<file path="config.mk">
export PLATFORM = sky130hd
export DESIGN_NAME = touch_tap_hold_classifier
export DESIGN_NICKNAME = d
export VERILOG_FILES = /design/src/hdl/tthc_pkg.sv /design/src/hdl/tthc_front.sv /design/src/hdl/tthc_queue.sv /design/src/hdl/tthc_back.sv /design/src/hdl/touch_tap_hold_classifier.sv
export VERILOG_INCLUDE_DIRS = /design/src /design/src/hdl
export SDC_FILE = /design/constraint.sdc
export NUM_CORES = 1
export LEC_CHECK = 0
export ABC_AREA = 1
export BUFFER_PORTS_ARGS = -buffer_cell sky130_fd_sc_hd__buf_4
export CAP_MARGIN = 15
export CORE_ASPECT_RATIO = 1.5
export CORE_UTILIZATION = 35
export DETAILED_ROUTE_END_ITERATION = 12
export PLACE_DENSITY_LB_ADDON = 0.12
export RECOVER_POWER = 25
export SKIP_LAST_GASP = 1
export SYNTH_ARGS = -nofsm -noshare
export SYNTH_HDL_FRONTEND = slang
export SYNTH_SLANG_ARGS = --single-unit
</file>
<file path="constraint.sdc">
create_clock -name clk -period 5 [get_ports clk]
set_clock_uncertainty 0.15 [all_clocks]
set_input_delay 1.5 -clock clk [delete_from_list [all_inputs] [get_ports clk]]
set_output_delay 1.5 -clock clk [all_outputs]
set_load 0.01 [all_outputs]
</file>
<file path="src/hdl/touch_tap_hold_classifier_macros.svh">
// Assertion macros for the touch tap/hold classifier.
// Used by the queue and back-end modules; expects clk and rst_n in scope.
`ifndef TOUCH_TAP_HOLD_CLASSIFIER_MACROS_SVH
`define TOUCH_TAP_HOLD_CLASSIFIER_MACROS_SVH

// same-cycle implication, checked out of reset
`define TTHC_ASSERT_IMP(lbl, ante, cons, msg) \
    lbl: assert property (@(posedge clk) disable iff (!rst_n) (ante) |-> (cons)) \
        else $error(msg);

// next-cycle implication
`define TTHC_ASSERT_NEXT(lbl, ante, cons, msg) \
    lbl: assert property (@(posedge clk) disable iff (!rst_n) (ante) |=> (cons)) \
        else $error(msg);

`endif

</file>
<file path="src/hdl/tthc_pkg.sv">
// Shared types and constants for the touch tap/hold classifier.
// No dependencies; imported by every module of the block.
package tthc_pkg;

    localparam logic [7:0] STATUS_READY_MASK  = 8'h80;
    localparam logic [7:0] STATUS_POINTS_MASK = 8'h0F;

    localparam int Q_DEPTH = 2;
    localparam int Q_AW    = $clog2(Q_DEPTH);
    localparam int Q_CW    = $clog2(Q_DEPTH + 1);

    typedef enum logic [2:0] {
        G_NONE       = 3'd0,
        G_LEFT_TAP   = 3'd1,
        G_RIGHT_TAP  = 3'd2,
        G_LEFT_LONG  = 3'd3,
        G_RIGHT_LONG = 3'd4
    } gesture_t;

    typedef enum logic [2:0] {
        REG_ENABLED       = 3'd0,
        REG_SWAP_XY       = 3'd1,
        REG_INVERT_X      = 3'd2,
        REG_SCREEN_WIDTH  = 3'd3,
        REG_MAX_HOLD_MS   = 3'd4,
        REG_POLL_INTERVAL = 3'd5,
        REG_LONG_PRESS_MS = 3'd6,
        REG_MIN_TAP_MS    = 3'd7
    } reg_index_t;

    typedef enum logic [1:0] {
        FRAME_STALE = 2'd0,
        FRAME_UP    = 2'd1,
        FRAME_DOWN  = 2'd2
    } frame_t;

    typedef struct packed {
        logic               enabled;
        logic               swap_xy;
        logic               invert_x;
        logic [14:0]        screen_width;
        logic [31:0]        max_hold_ms;
        logic [31:0]        poll_interval_ms;
        logic [31:0]        long_press_ms;
        logic [31:0]        min_tap_ms;
    } cfg_t;

    typedef struct packed {
        logic [31:0]        now_ms;
        logic               status_ok;
        logic [7:0]         status_byte;
        logic               point_ok;
        logic signed [15:0] raw_x;
        logic signed [15:0] raw_y;
    } item_t;

    typedef struct packed {
        logic [2:0]         gesture;
        logic               frame_taken;
        logic               contact_held;
    } result_t;

    // decoded frame handed from front end to back end
    typedef struct packed {
        logic [31:0]        now_ms;
        frame_t             frame;
        logic               taken;
        logic [14:0]        px;
    } frame_beat_t;

endpackage

</file>
<file path="src/hdl/tthc_front.sv">
// Front end: decodes one sample into stale/up/down plus clamped press X.
// Depends on tthc_pkg.
module tthc_front
    import tthc_pkg::*;
(
    input  cfg_t        cfg,
    input  item_t       item,
    output frame_beat_t beat
);

    logic               ready;
    logic               touching;
    logic signed [15:0] x_sw;
    logic [15:0]        x_inv;
    logic [15:0]        x_fin;
    logic [14:0]        hi;

    assign ready    = item.status_ok && ((item.status_byte & STATUS_READY_MASK) != 8'd0);
    assign touching = (item.status_byte & STATUS_POINTS_MASK) != 8'd0;

    assign x_sw  = cfg.swap_xy ? item.raw_y : item.raw_x;
    // wraps to 16 bits like the controller's signed word
    assign x_inv = {1'b0, cfg.screen_width} - 16'd1 - x_sw;
    assign x_fin = cfg.invert_x ? x_inv : x_sw;
    assign hi    = (cfg.screen_width != 15'd0) ? cfg.screen_width - 15'd1 : 15'd0;

    always_comb
    begin
        beat.now_ms = item.now_ms;
        beat.taken  = ready;
        beat.frame  = FRAME_STALE;
        if (ready)
        begin
            if (!touching)
                beat.frame = FRAME_UP;
            else if (item.point_ok)
                beat.frame = FRAME_DOWN;
        end
        if (x_fin[15])
            beat.px = 15'd0;
        else if (x_fin[14:0] > hi)
            beat.px = hi;
        else
            beat.px = x_fin[14:0];
    end

endmodule

</file>
<file path="src/hdl/tthc_queue.sv">
// Short queue between front and back end, registered storage.
// Depends on tthc_pkg and the assertion macro header.
`include "touch_tap_hold_classifier_macros.svh"
module tthc_queue
    import tthc_pkg::*;
(
    input  logic        clk,
    input  logic        rst_n,
    input  logic        push,
    input  frame_beat_t din,
    output logic        full,
    input  logic        pop,
    output frame_beat_t dout,
    output logic        empty
);

    frame_beat_t       mem_reg [Q_DEPTH];
    logic [Q_AW-1:0]   wr_ptr_reg, wr_ptr_next;
    logic [Q_AW-1:0]   rd_ptr_reg, rd_ptr_next;
    logic [Q_CW-1:0]   count_reg, count_next;
    logic              do_push, do_pop;

    assign full    = count_reg == Q_CW'(Q_DEPTH);
    assign empty   = count_reg == '0;
    assign do_push = push && !full;
    assign do_pop  = pop && !empty;
    assign dout    = mem_reg[rd_ptr_reg];

    always_comb
    begin
        wr_ptr_next = wr_ptr_reg;
        rd_ptr_next = rd_ptr_reg;
        count_next  = count_reg;
        if (do_push)
            wr_ptr_next = (wr_ptr_reg == Q_AW'(Q_DEPTH - 1)) ? '0 : wr_ptr_reg + 1'b1;
        if (do_pop)
            rd_ptr_next = (rd_ptr_reg == Q_AW'(Q_DEPTH - 1)) ? '0 : rd_ptr_reg + 1'b1;
        if (do_push && !do_pop)
            count_next = count_reg + 1'b1;
        else if (do_pop && !do_push)
            count_next = count_reg - 1'b1;
    end

    always_ff @(posedge clk or negedge rst_n)
    begin
        if (!rst_n)
        begin
            wr_ptr_reg <= '0;
            rd_ptr_reg <= '0;
            count_reg  <= '0;
        end
        else
        begin
            wr_ptr_reg <= wr_ptr_next;
            rd_ptr_reg <= rd_ptr_next;
            count_reg  <= count_next;
        end
    end

    always_ff @(posedge clk)
    begin
        if (do_push)
            mem_reg[wr_ptr_reg] <= din;
    end

    `TTHC_ASSERT_IMP(a_q_bound, 1'b1, count_reg <= Q_CW'(Q_DEPTH), "queue overfilled")
    `TTHC_ASSERT_NEXT(a_q_drain, do_pop && !do_push && (count_reg == Q_CW'(1)), empty, "queue did not drain")

endmodule

</file>
<file path="src/hdl/tthc_back.sv">
// Back end: contact state machine over decoded frames, plus result buffer.
// Depends on tthc_pkg and the assertion macro header.
`include "touch_tap_hold_classifier_macros.svh"
module tthc_back
    import tthc_pkg::*;
(
    input  logic        clk,
    input  logic        rst_n,
    input  cfg_t        cfg,
    input  frame_beat_t beat,
    input  logic        beat_valid,
    output logic        beat_take,
    output result_t     result,
    output logic        empty,
    input  logic        pop
);

    logic              contact_reg, contact_next;
    logic [31:0]       press_time_reg, press_time_next;
    logic [14:0]       press_x_reg, press_x_next;
    logic              long_fired_reg, long_fired_next;
    logic [31:0]       last_poll_reg, last_poll_next;

    result_t           ob_reg [Q_DEPTH];
    logic [Q_AW-1:0]   ob_wr_reg, ob_rd_reg;
    logic [Q_CW-1:0]   ob_count_reg, ob_count_next;
    logic              ob_pop;

    logic [31:0]       age, gap;
    logic              left_half;
    gesture_t          long_code, tap_code, gesture;
    logic              taken;
    result_t           res;

    assign ob_pop    = pop && !empty;
    assign empty     = ob_count_reg == '0;
    assign result    = ob_reg[ob_rd_reg];
    assign beat_take = beat_valid && ((ob_count_reg != Q_CW'(Q_DEPTH)) || ob_pop);

    assign age       = beat.now_ms - press_time_reg;
    assign gap       = beat.now_ms - last_poll_reg;
    assign left_half = press_x_reg < (cfg.screen_width >> 1);
    assign long_code = left_half ? G_LEFT_LONG : G_RIGHT_LONG;
    assign tap_code  = left_half ? G_LEFT_TAP : G_RIGHT_TAP;

    always_comb
    begin
        contact_next    = contact_reg;
        press_time_next = press_time_reg;
        press_x_next    = press_x_reg;
        long_fired_next = long_fired_reg;
        last_poll_next  = last_poll_reg;
        gesture         = G_NONE;
        taken           = 1'b0;
        if (cfg.enabled)
        begin
            if (contact_reg && (age > cfg.max_hold_ms))
            begin
                // hold timeout: silent release
                contact_next    = 1'b0;
                long_fired_next = 1'b0;
            end
            else if (gap < cfg.poll_interval_ms)
            begin
                if (contact_reg && !long_fired_reg && (age >= cfg.long_press_ms))
                begin
                    long_fired_next = 1'b1;
                    gesture         = long_code;
                end
            end
            else
            begin
                last_poll_next = beat.now_ms;
                taken          = beat.taken;
                case (beat.frame)
                    FRAME_DOWN:
                    begin
                        if (!contact_reg)
                        begin
                            contact_next    = 1'b1;
                            press_time_next = beat.now_ms;
                            press_x_next    = beat.px;
                            long_fired_next = 1'b0;
                        end
                        else if (!long_fired_reg && (age >= cfg.long_press_ms))
                        begin
                            long_fired_next = 1'b1;
                            gesture         = long_code;
                        end
                    end
                    FRAME_UP:
                    begin
                        if (contact_reg)
                        begin
                            contact_next = 1'b0;
                            if (!long_fired_reg && (age >= cfg.min_tap_ms))
                                gesture = tap_code;
                        end
                    end
                    default:
                    begin
                    end
                endcase
            end
        end
        res.gesture      = gesture;
        res.frame_taken  = taken;
        res.contact_held = contact_next;
    end

    always_comb
    begin
        ob_count_next = ob_count_reg;
        if (beat_take && !ob_pop)
            ob_count_next = ob_count_reg + 1'b1;
        else if (ob_pop && !beat_take)
            ob_count_next = ob_count_reg - 1'b1;
    end

    always_ff @(posedge clk or negedge rst_n)
    begin
        if (!rst_n)
        begin
            contact_reg    <= 1'b0;
            press_time_reg <= '0;
            press_x_reg    <= '0;
            long_fired_reg <= 1'b0;
            last_poll_reg  <= '0;
            ob_wr_reg      <= '0;
            ob_rd_reg      <= '0;
            ob_count_reg   <= '0;
        end
        else
        begin
            if (beat_take)
            begin
                contact_reg    <= contact_next;
                press_time_reg <= press_time_next;
                press_x_reg    <= press_x_next;
                long_fired_reg <= long_fired_next;
                last_poll_reg  <= last_poll_next;
                ob_wr_reg <= (ob_wr_reg == Q_AW'(Q_DEPTH - 1)) ? '0 : ob_wr_reg + 1'b1;
            end
            if (ob_pop)
                ob_rd_reg <= (ob_rd_reg == Q_AW'(Q_DEPTH - 1)) ? '0 : ob_rd_reg + 1'b1;
            ob_count_reg <= ob_count_next;
        end
    end

    always_ff @(posedge clk)
    begin
        if (beat_take)
            ob_reg[ob_wr_reg] <= res;
    end

    `TTHC_ASSERT_IMP(a_ob_bound, 1'b1, ob_count_reg <= Q_CW'(Q_DEPTH), "result buffer overfilled")
    `TTHC_ASSERT_NEXT(a_long_sets_flag, beat_take && ((gesture == G_LEFT_LONG) || (gesture == G_RIGHT_LONG)), long_fired_reg, "long press without flag")
    `TTHC_ASSERT_IMP(a_off_quiet, beat_take && !cfg.enabled, (gesture == G_NONE) && !taken, "event while disabled")

endmodule

</file>
<file path="src/hdl/touch_tap_hold_classifier.sv">
// A pushed sample is decoded combinationally into the middle queue; the back end applies it
// to the contact state and writes it to the result buffer, poppable from there (empty low).
// Throughput: one sample per cycle; the contact-state update is combinational, so the back
// end drains the middle queue every cycle unless the result side stalls.
// Reset (rst_n low, async): registers return to their defaults, contact state clears,
// both queues empty.
// Top level of the touch tap/hold classifier; depends on tthc_pkg, tthc_front,
// tthc_queue and tthc_back.
module touch_tap_hold_classifier
    import tthc_pkg::*;
(
    input  logic        clk,
    input  logic        rst_n,
    // configuration write port
    input  logic        cfg_write,
    input  logic [2:0]  cfg_index,
    input  logic [31:0] cfg_data,
    // sample side
    input  logic        push,
    input  item_t       item,
    output logic        full,
    // result side
    output logic        empty,
    input  logic        pop,
    output result_t     result
);

    cfg_t        cfg_reg;
    frame_beat_t front_beat;
    frame_beat_t mid_beat;
    logic        mid_empty;
    logic        mid_take;

    // Configuration registers. The user must write them only while the block is idle (not enforced
    // by the block itself), so the front and back end read them directly with no shadowing.
    always_ff @(posedge clk or negedge rst_n)
    begin
        if (!rst_n)
        begin
            cfg_reg.enabled          <= 1'b0;
            cfg_reg.swap_xy          <= 1'b0;
            cfg_reg.invert_x         <= 1'b0;
            cfg_reg.screen_width     <= 15'd800;
            cfg_reg.max_hold_ms      <= 32'd10000;
            cfg_reg.poll_interval_ms <= 32'd20;
            cfg_reg.long_press_ms    <= 32'd800;
            cfg_reg.min_tap_ms       <= 32'd30;
        end
        else if (cfg_write)
        begin
            unique case (reg_index_t'(cfg_index))
                REG_ENABLED:       cfg_reg.enabled          <= cfg_data[0];
                REG_SWAP_XY:       cfg_reg.swap_xy          <= cfg_data[0];
                REG_INVERT_X:      cfg_reg.invert_x         <= cfg_data[0];
                REG_SCREEN_WIDTH:  cfg_reg.screen_width     <= cfg_data[14:0];
                REG_MAX_HOLD_MS:   cfg_reg.max_hold_ms      <= cfg_data;
                REG_POLL_INTERVAL: cfg_reg.poll_interval_ms <= cfg_data;
                REG_LONG_PRESS_MS: cfg_reg.long_press_ms    <= cfg_data;
                REG_MIN_TAP_MS:    cfg_reg.min_tap_ms       <= cfg_data;
                default:           cfg_reg.enabled          <= cfg_reg.enabled;
            endcase
        end
    end

    // Front end: stateless frame decode, swap/invert and clamp of X.
    tthc_front u_front (
        .cfg  (cfg_reg),
        .item (item),
        .beat (front_beat)
    );

    // Middle queue: a push beat lands here; full backs up the sample side.
    tthc_queue u_queue (
        .clk   (clk),
        .rst_n (rst_n),
        .push  (push),
        .din   (front_beat),
        .full  (full),
        .pop   (mid_take),
        .dout  (mid_beat),
        .empty (mid_empty)
    );

    // Back end: contact/press/long-fired state, poll gating, result buffer.
    tthc_back u_back (
        .clk        (clk),
        .rst_n      (rst_n),
        .cfg        (cfg_reg),
        .beat       (mid_beat),
        .beat_valid (!mid_empty),
        .beat_take  (mid_take),
        .result     (result),
        .empty      (empty),
        .pop        (pop)
    );

endmodule
</file>
==> results by group, run 1 <==
Synthesis
  • Synthesized area: 22300 µm²
  • Synth Register Bits: 345
  • Yosys top cell by area: dfrtp_1
  • Sequential fraction of the synthesis area: 0.413
  • Combinational family with the most area after synthesis: simple AND/OR/NAND/NOR gates
  • Post-Synth XOR/XNOR Area: 0.0291
  • Post-Synth Adder-Cell Area: 0.136
  • Post-synthesis mux area share: 0.00764
  • Post-Syn Area per Cell: 7.92 µm²
  • Yosys warnings: 0
  • Synth unique cells: 43
  • Area contributors post-synth: dfrtp_1 (24%), edfxtp_1 (15%), nand2_1 (14%)
  • Post-synthesis compound-gate area fraction: 0.119
  • Syn Nets: 3165
  • Area share of the largest cell type after synthesis: 0.245
  • Simple-gate area share of the yosys netlist: 0.213
  • Post-Syn Instances: 2810

CTS
  • Clk buf depth: 3
  • Clk sink count: 345
  • Worst-skew pair later-pin latency: 0.56 ns
  • # hold bufs at CTS: 0
  • Max H-tree Level: 2
  • TritonCTS buffer count: 38
  • Root Driver: clkbuf_16
  • Reg clk slew, reported paths: 0.06 ns
  • TritonCTS clock tree: yes

Floorplanning
  • IO Pins: 121
  • Die width: 208 µm
  • Die H: 311 µm
  • FP Rows: 112
  • Die ar.: 64700 µm²
  • Initial Utilization: 0.356
  • CORE AREA: 62500 µm²

Global routing
  • Initial antenna violation count: 1
  • Largest net degree at the start of global routing: 101
  • Vias in the first global route: 19600
  • First-pass GRT wire length: 107000 µm
  • GRT overflow: 0
  • GR Util All Layers: 0.214

Worst hold path
  • Hold/Removal Path Class: flop to flop

Drt
  • DRC: 0
  • Avg Vias per Cell: 4.90
  • Drt total wl: 70000 µm
  • DR iter-0 viols: 996
  • WL/cell: 17.5 µm
  • TritonRoute pass-1 iters: 7
  • Antenna Nets Post-Route: 0
  • Via count: 19600

Timing
  • Slew @ Worst Pin: 2.77 ns
  • Final hold vios: 0
  • Worst-case hold slack: 0.324 ns
  • Pins Over Slew Limit: 100
  • Final period utilization: 0.964
  • Final min period: 4.82 ns
  • Setup-failing EPs final: 0
  • Setup TNS: 0 ns
  • Slew HR: -0.845
  • Max Clk Rate: 207 MHz

Status
  • Violated checks: capacitance limit, slew limit
  • Status: complete, but fails checks

Worst setup path
  • CP Capture Type: flop
  • Max FO, Critical Path: 15
  • CP startpoint kind: flop
  • Worst path max stage delay: 0.45 ns
  • CP arrival: 5.12 ns
  • Critical path's slowest cell: dfrtp_2
  • WP data required: 5.30 ns
  • Most common cell on crit path: nand2_1
  • Worst Setup Path Type: flop to flop

Final layout
  • Nets@finish: 3519
  • P&R area growth vs syn: 25.3%
  • Max reg flops: 146
  • ANT cells: 0
  • Core Util, Final: 0.447
  • Post-layout instance area: 27900 µm²
  • Layout cell share with drive strength beyond 1: 0.177

Placement
  • Routability cong.: 0.946
  • HPWL Detailed: 55000 µm
  • Placed inst area: 25900 µm²
  • IO Port Bufs: 117

Run
  • Max-cap violations: 1
-- critical path, delay by kind of cell, from the launching register on --
family	cells	cell delay, ns
buffers and inverters	6	0.99
adder cells (fa/ha/maj)	2	0.71
AO/OA/AOI/OAI	3	0.51
flip-flops	1	0.45
AND/OR/NAND/NOR	16	1.75
XOR/XNOR	1	0.16
-- through the flow --
stage          cells  setup WS (ns)
3_3_place_gp    3904         -0.356
6_report        3992          0.179
3_5_place_dp    3904         -0.335
4_1_cts         3980        0.00490
2_1_floorplan   2810          0.282
5_1_grt         3992        -0.0358
-- kinds of logic (layout without fill, tap and decap cells) --
kind of cell / count (synthesis) / in the layout
compound gates: 497 / 497
xor+xnor: 74 / 74
fa+ha+maj: 241 / 241
buf+inv: 468 / 852
flops: 345 / 345
mux: 17 / 17
simple gates: 1168 / 1168
-- path summary, 6_finish.rpt --
check,start,to,slack [ns],cells past startpoint
hold / removal,u_back.press_time_reg[14]$_DFFE_PN0P_,u_back.press_time_reg[14]$_DFFE_PN0P_,0.32,2
setup / recovery,u_queue.rd_ptr_reg$_DFFE_PN0P_,u_back.press_x_reg[10]$_DFFE_PN0P_,0.18,28
setup reg to reg,u_queue.rd_ptr_reg$_DFFE_PN0P_,u_back.press_x_reg[10]$_DFFE_PN0P_,0.18,28
min in group asynchronous,rst_n,cfg_reg[144]$_DFFE_PN0P_,1.61,1
hold reg to reg,u_back.press_time_reg[14]$_DFFE_PN0P_,u_back.press_time_reg[14]$_DFFE_PN0P_,0.32,2
max in group asynchronous,rst_n,cfg_reg[48]$_DFFE_PN0P_,1.38,2
-- what timing repair did --
action                                  CTS  global route
gates resized for setup                  38           118
pin swaps                                 8            38
endpoints found under the setup margin   69           107
gates cloned                              4             4
buffers inserted                          2            10
-- layout make-up --
| class | count | area (µm²) |
|---|---|---|
| clock inverter | 12 | 121 |
| clock buffer | 58 | 1100 |
| tap | 798 | 998 |
| multi-input combinational | 1997 | 11800 |
| fill | 6357 | 34600 |
| timing repair buffer | 382 | 3170 |
| inverter | 400 | 1510 |
| sequential | 345 | 9210 |
-- cell usage in the layout (no fill, tap or decap), types with 9 or more instances in the layout --
cell | netlist | routed
a21o_1 | 15 | 15
a21oi_1 | 166 | 143
a21oi_2 | 0 | 22
a31oi_1 | 15 | 14
buf_12 | 0 | 15
buf_4 | 1 | 318
clkbuf_1 | 48 | 30
clkbuf_16 | 0 | 43
clkbuf_4 | 0 | 19
dfrtp_1 | 218 | 217
dfstp_2 | 17 | 17
edfxtp_1 | 110 | 110
ha_1 | 238 | 225
ha_4 | 0 | 9
inv_1 | 399 | 395
mux2i_1 | 17 | 17
nand2_1 | 801 | 781
nand2_2 | 3 | 19
nand3_1 | 134 | 125
nand4_1 | 23 | 23
nor2_1 | 154 | 146
nor3_1 | 27 | 19
o21ai_0 | 262 | 246
o21ai_1 | 0 | 15
or2_2 | 13 | 12
xnor2_1 | 22 | 19
xor2_1 | 52 | 48
-- routing by layer --
| layer | vias up | wire length (µm) | global-route usage |
|---|---|---|---|
| met4 | 2 | 3170 | 0.0912 |
| met3 | 141 | 1840 | 0.0193 |
| li1 | 9903 | - | - |
| met5 | - | 10 | 0 |
| met1 | 9211 | 25100 | 0.211 |
| met2 | 304 | 39900 | 0.441 |
-- Yosys cell counts --
| cell | instances |
|---|---|
| a221oi_1 | 2 |
| o211ai_1 | 3 |
| nor4_1 | 5 |
| o31ai_1 | 3 |
| o21bai_1 | 10 |
| clkinv_1 | 1 |
| o21ai_2 | 2 |
| buf_2 | 12 |
| nand4_1 | 23 |
| buf_1 | 1 |
| edfxtp_1 | 110 |
| nand2_1 | 801 |
| fa_1 | 3 |
| xor2_1 | 52 |
| nand3_1 | 134 |
| nor3_2 | 1 |
| nor3_1 | 27 |
| a31oi_1 | 15 |
| buf_4 | 1 |
| nand2_2 | 3 |
| and3_1 | 2 |
| a21o_1 | 15 |
| xnor2_1 | 22 |
| nand3b_1 | 3 |
| buf_6 | 6 |
| o21a_1 | 7 |
| nand3_2 | 1 |
| mux2i_1 | 17 |
| o21ai_0 | 262 |
| a211oi_1 | 3 |
| or2_2 | 13 |
| ha_1 | 238 |
| dfrtp_1 | 218 |
| a21boi_0 | 4 |
| nor2_1 | 154 |
| o2111ai_1 | 1 |
| dfstp_2 | 17 |
| clkbuf_1 | 48 |
| inv_1 | 399 |
| a211o_1 | 1 |
| a21oi_1 | 166 |
| nor2_4 | 1 |
| o221ai_1 | 3 |
Power of run 1 is left out: the tool's default activity adds up to more than one toggle a clock period on the data nets, which glitch-free logic cannot reach.
==> run 2, diff against run 1 <==
--- a/config.mk
+++ b/config.mk
@@ -12,6 +12,7 @@
 export CORE_ASPECT_RATIO = 1.5
 export CORE_UTILIZATION = 35
 export DETAILED_ROUTE_END_ITERATION = 12
+export MAX_ROUTING_LAYER = met4
 export PLACE_DENSITY_LB_ADDON = 0.12
 export RECOVER_POWER = 25
 export SKIP_LAST_GASP = 1
==> run 2 against run 1 <==
- the flow still finishes with violations (capacitance limit, slew limit)
- clock-buffer cell count fell by 6
- global-route usage up 0.34 points
- worst setup slack lost 0.014 ns
- flip-flop and latch count stayed put
- register-to-register slack hardly changed
- critical path depth up 3
- highest routed layer is now met4
==> results by group, run 2 (synthesis gave the netlist of run 1 again) <==
Timing
  • Slew HR: -0.621 (+0.224)
  • Slew @ Worst Pin: 2.43 ns (-0.336 ns)
  • Max Clk Rate: 207 MHz (-0.30%)
  • Setup-failing EPs final: 0 (unchanged)
  • Final min period: 4.84 ns (+0.0144 ns)
  • Smallest setup slack after layout: 0.164 ns (-0.0144 ns)
  • Final period utilization: 0.967 (+0.00287)
  • Pins Over Slew Limit: 93 (-7.0%)
  • Final hold vios: 0 (unchanged)

Drt
  • WL/cell: 17.6 µm (+0.39%)
  • Via count: 19500 (-0.38%)
  • Antenna Nets Post-Route: 0 (unchanged)
  • TritonRoute pass-1 iters: 5 (-2)
  • DR iter-0 viols: 918 (-7.8%)
  • Drt total wl: 70500 µm (+0.77%)
  • Avg Vias per Cell: 4.86 (-0.76%)
  • DRC: 0 (unchanged)

CTS
  • TritonCTS clock tree: yes
  • Max H-tree Level: 2 (unchanged)
  • Root Driver: clkbuf_16
  • TritonCTS buffer count: 38 (unchanged)
  • Worst-skew pair later-pin latency: 0.56 ns (about the same)
  • Clk buf depth: 3 (unchanged)
  • Reg clk slew, reported paths: 0.07 ns (about the same)
  • Clk sink count: 345 (unchanged)

Final layout
  • Layout cell share with drive strength beyond 1: 0.204 (+0.0272)
  • Most frequent cells in the layout: nand2_1 (759), inv_1 (395), buf_4 (329)
  • Multi-input logic area: 12200 µm² (+3.4%)
  • Layout fillers: 6247 (-1.7%)
  • Max reg flops: 146 (unchanged)
  • Post-layout instance area: 28500 µm² (+2.1%)
  • P&R area growth vs syn: 28.0%
  • Register area: 9210 µm² (about the same)
  • Finished Layout Cells: 4007 (+0.38%)
  • Most common cell after layout, fill and taps aside: nand2_1
  • Nets@finish: 3534 (+0.43%)
  • ANT cells: 0 (unchanged)

Global routing
  • Initial antenna violation count: 0 (-1)
  • First-pass GRT wire length: 105000 µm (-1.3%)
  • GR Util All Layers: 0.217 (+0.00344)
  • Largest net degree at the start of global routing: 94 (-6.9%)
  • GRT overflow: 0 (unchanged)
  • Vias in the first global route: 19200 (-1.7%)

Floorplanning
  • Initial Utilization: 0.356 (unchanged)
  • CORE AREA: 62500 µm² (unchanged)
  • Die ar.: 64700 µm² (unchanged)
  • Die width: 208 µm (unchanged)
  • Die H: 311 µm (unchanged)
  • FP Rows: 112 (unchanged)
  • IO Pins: 121 (unchanged)

Worst hold path
  • Hold/Removal Path Class: flop to flop

Placement
  • HPWL Detailed: 55000 µm (+0.11%)
  • Place WS: -0.440 ns (-0.105 ns)
  • DP Cell Count: 3914 (+0.26%)
  • Placed inst area: 26000 µm² (+0.34%)
  • IO Port Bufs: 117 (unchanged)
  • Routability cong.: 0.951 (+0.53%)

Worst setup path
  • Critical path's slowest cell: dfrtp_1
  • CP arrival: 5.11 ns (about the same)
  • WP data required: 5.27 ns (-0.03 ns)
  • CP Capture Type: flop
  • Worst path max stage delay: 0.40 ns (-0.05 ns)
  • Max FO, Critical Path: 9 (-6)
  • CP startpoint kind: flop
  • Worst Setup Path Type: flop to flop

Status
  • Status: complete, but fails checks
  • Violated checks: capacitance limit, slew limit

Run
  • Max-cap violations: 1 (unchanged)
## run 2: repair_timing
action | CTS | global route
setup buffers | 1 | 14
cloned | 1 | 9
gates resized for setup | 29 | 205
pin swaps | 3 | 51
hold buffers | 0 | 0
setup endpoints to repair | 82 | 121
hold endpoints to repair | 0 | 0
## run 2: through the flow
step           utilization  hold WS (ns)  setup TNS [ns]
2_1_floorplan            -         0.292               0
3_3_place_gp         0.415         0.308          -12.85
3_5_place_dp         0.415         0.309          -13.41
4_1_cts              0.439         0.326         -0.0123
5_1_grt              0.456         0.348           -1.18
6_report             0.456         0.323               0
## run 2: path summary, 6_finish.rpt
check	startpoint	end	slack [ns]	cells past startpoint
worst max-delay path	u_queue.rd_ptr_reg$_DFFE_PN0P_	u_back.press_x_reg[2]$_DFFE_PN0P_	0.16	31
worst min-delay path	u_back.press_time_reg[2]$_DFFE_PN0P_	u_back.press_time_reg[2]$_DFFE_PN0P_	0.32	2
worst max register to register	u_queue.rd_ptr_reg$_DFFE_PN0P_	u_back.press_x_reg[2]$_DFFE_PN0P_	0.16	31
worst min register to register	u_back.press_time_reg[2]$_DFFE_PN0P_	u_back.press_time_reg[2]$_DFFE_PN0P_	0.32	2
max in group asynchronous	rst_n	u_back.press_time_reg[23]$_DFFE_PN0P_	0.76	2
min in group asynchronous	rst_n	cfg_reg[144]$_DFFE_PN0P_	1.53	1
## run 2: metal layers
metal  routed length, µm  vias to the layer above  GRT usage
met1               25600                     9144      0.207
met2               40500                      275      0.440
met5                   0                        -          -
met4                3090                        0     0.0859
li1                    -                     9935          -
met3                1410                      132     0.0178
## run 2: final cells by class
| class | count | share of cell area |
|---|---|---|
| Clock buffer | 52 | 0.0377 |
| Clock inverter | 18 | 0.00746 |
| Inverter | 400 | 0.0527 |
| Multi-Input combinational cell | 1997 | 0.428 |
| Sequential cell | 345 | 0.323 |
| Tap cell | 798 | 0.0350 |
| Timing Repair Buffer | 397 | 0.116 |
## run 2: critical path: cells and delay by family, from the launching register on
family | cells | cell delay [ns]
AND/OR/NAND/NOR | 16 | 1.69
buffers and inverters | 8 | 1.03
adder cells (fa/ha/maj) | 3 | 0.75
AO/OA/AOI/OAI | 3 | 0.44
flip-flops | 1 | 0.40
XOR/XNOR | 1 | 0.22
Power of run 2 is left out for the same reason.
==> run 3, diff against run 2 <==
--- a/config.mk
+++ b/config.mk
@@ -10,7 +10,7 @@
 export BUFFER_PORTS_ARGS = -buffer_cell sky130_fd_sc_hd__buf_4
 export CAP_MARGIN = 15
 export CORE_ASPECT_RATIO = 1.5
-export CORE_UTILIZATION = 35
+export CORE_UTILIZATION = 25
 export DETAILED_ROUTE_END_ITERATION = 12
 export MAX_ROUTING_LAYER = met4
 export PLACE_DENSITY_LB_ADDON = 0.12
==> run 3 against run 2 <==
- the run still ends with capacitance limit, slew limit left
- non-clock buffer count grew 124
- fmax grew 0.66%
- via count grew 2.3%
- worst hold slack lost 0.00085 ns
- wire length grew 11%
- clock-buffer cell count grew 7
- design area grew 6.6%
- first-iteration DRC count shrank 7.1%
- flip-flop and latch count is the same
==> results by group, run 3 (synthesis gave the netlist of run 1 again) <==
Drt
  • WL/cell: 17.5 µm (-0.64%)
  • DRC: 0 (unchanged)
  • Via count: 19900 (+2.3%)
  • DR iter-0 viols: 853 (-7.1%)
  • Avg Vias per Cell: 4.45 (-8.6%)
  • TritonRoute pass-1 iters: 6 (+1)
  • Drt total wl: 78400 µm (+11%)
  • Antenna Nets Post-Route: 0 (unchanged)

Timing
  • Smallest setup slack after layout: 0.196 ns (+0.0317 ns)
  • Final hold vios: 0 (unchanged)
  • Slew HR: -0.318 (+0.303)
  • Slew @ Worst Pin: 1.98 ns (-0.454 ns)
  • Final period utilization: 0.961 (-0.00635)
  • Worst-case hold slack: 0.322 ns (-0.000851 ns)
  • Final min period: 4.80 ns (-0.0317 ns)
  • Max Clk Rate: 208 MHz (+0.66%)
  • Setup-failing EPs final: 0 (unchanged)
  • Unrepaired setup endpoints after global routing: true
  • Pins Over Slew Limit: 72 (-23%)

Final layout
  • ANT cells: 0 (unchanged)
  • Post-layout instance area: 30400 µm² (+6.6%)
  • Nets@finish: 3660 (+3.6%)
  • P&R area growth vs syn: 36.4%
  • Most common cell after layout, fill and taps aside: nand2_1
  • Layout cell share with drive strength beyond 1: 0.242 (+0.0375)
  • Max reg flops: 146 (unchanged)
  • Most frequent cells in the layout: nand2_1 (750), buf_4 (436), inv_1 (394)

Worst setup path
  • Reg2reg end: u_back.last_poll_reg[11]$_DFFE_PN0P_
  • Critical path's slowest cell: dfrtp_2
  • CP Capture Type: flop
  • CP startpoint kind: flop
  • Max FO, Critical Path: 19 (+10)
  • WP data required: 5.36 ns (+0.09 ns)
  • Worst Setup Path Type: flop to flop
  • CP arrival: 5.16 ns (+0.05 ns)
  • Worst path max stage delay: 0.46 ns (+0.06 ns)
  • R2r setup slk: 0.20 ns (+0.03 ns)
  • Reg2Reg Launch Point: u_queue.rd_ptr_reg$_DFFE_PN0P_
  • Worst reg-to-reg path cell count: 30 (-3.2%)

Run
  • Max-cap violations: 1 (unchanged)

CTS
  • Max H-tree Level: 2 (unchanged)
  • Worst-skew pair later-pin latency: 0.60 ns (+0.04 ns)
  • Reg clk slew, reported paths: 0.06 ns (about the same)
  • Clk buf depth: 3 (unchanged)
  • TritonCTS clock tree: yes
  • TritonCTS buffer count: 40 (+5.3%)
  • Root Driver: clkbuf_16
  • # hold bufs at CTS: 0 (unchanged)
  • Clk sink count: 345 (unchanged)

Worst hold path
  • Beginning of the worst hold path: u_back.press_x_reg[12]$_DFFE_PN0P_
  • Hold EP: u_back.press_x_reg[12]$_DFFE_PN0P_
  • Hold/Removal Path Class: flop to flop
  • Min-Delay Path Depth: 2 (unchanged)

Floorplanning
  • CORE AREA: 87900 µm² (+41%)
  • IO Pins: 121 (unchanged)
  • Die ar.: 90300 µm² (+40%)
  • Die H: 368 µm (+18%)
  • Initial Utilization: 0.253 (-0.103)
  • FP Rows: 133 (+19%)
  • Die width: 246 µm (+18%)

Placement
  • Routability cong.: 0.901 (-5.3%)
  • Placed inst area: 27400 µm² (+5.7%)
  • Place WS: -0.428 ns (+0.0117 ns)
  • HPWL Detailed: 61300 µm (+11%)
  • IO Port Bufs: 117 (unchanged)

Global routing
  • Largest net degree at the start of global routing: 73 (-22%)
  • GRT overflow: 0 (unchanged)
  • First-pass GRT wire length: 118000 µm (+12%)
  • Initial antenna violation count: 0 (unchanged)
  • Vias in the first global route: 20400 (+5.9%)
  • GR Util All Layers: 0.177 (-0.0400)

Status
  • Violated checks: capacitance limit, slew limit
  • Status: complete, but fails checks
==> run 3: per-stage QoR <==
step           TNS [ns]   util  std cells
6_report              0  0.346       4483
5_1_grt           -3.15  0.346       4483
4_1_cts          -0.949  0.331       4463
3_5_place_dp     -23.56  0.312       4383
3_3_place_gp     -20.93  0.312       4383
2_1_floorplan         0      -       2810
==> run 3: metal layers <==
layer | global-route usage | wire (µm) | share of wire
met4 | 0.0615 | 2760 | 0.035
met3 | 0.0156 | 1540 | 0.020
met2 | 0.362 | 46500 | 0.59
met1 | 0.167 | 27600 | 0.35
met5 | - | 0 | 0
==> run 3: critical path, delay by kind of cell, from the launching register on <==
kind | cells | cell delay, ns
fa+ha+maj | 2 | 0.64
xor+xnor | 1 | 0.32
buf+inv | 11 | 1.51
flops | 1 | 0.46
simple gates | 7 | 0.57
compound gates | 9 | 1.08
==> run 3: final cells by class <==
cell class,count,area [µm²]
fill,9324,57500
inverter,400,1510
tap,1147,1440
clock inverter,14,183
multi-input combinational,1997,12400
clock buffer,59,1180
sequential,345,9210
timing repair buffer,521,4450
==> run 3: how the worst max path moves through the flow <==
stage	to	startpoint	slack [ns]	cells after the start
global placement	u_queue.mem_reg[1][3]$_DFFE_PP_	item[1]	-0.43	23
CTS	u_back.last_poll_reg[6]$_DFFE_PN0P_	u_queue.rd_ptr_reg$_DFFE_PN0P_	-0.04	30
finish	u_back.last_poll_reg[11]$_DFFE_PN0P_	u_queue.rd_ptr_reg$_DFFE_PN0P_	0.20	30
global route	u_back.last_poll_reg[7]$_DFFE_PN0P_	u_queue.rd_ptr_reg$_DFFE_PN0P_	-0.10	29
detailed placement	u_queue.mem_reg[0][3]$_DFFE_PP_	item[5]	-0.43	21
floorplan	u_queue.mem_reg[0][5]$_DFFE_PP_	item[1]	0.28	22
==> run 3: repair_timing <==
action | 4_1_cts | 5_1_grt
gates cloned | 4 | 8
resized for setup | 26 | 262
buffers inserted | 3 | 14
pin swaps | 5 | 57
setup endpoints to repair | 90 | 97
Power of run 3 is left out for the same reason.
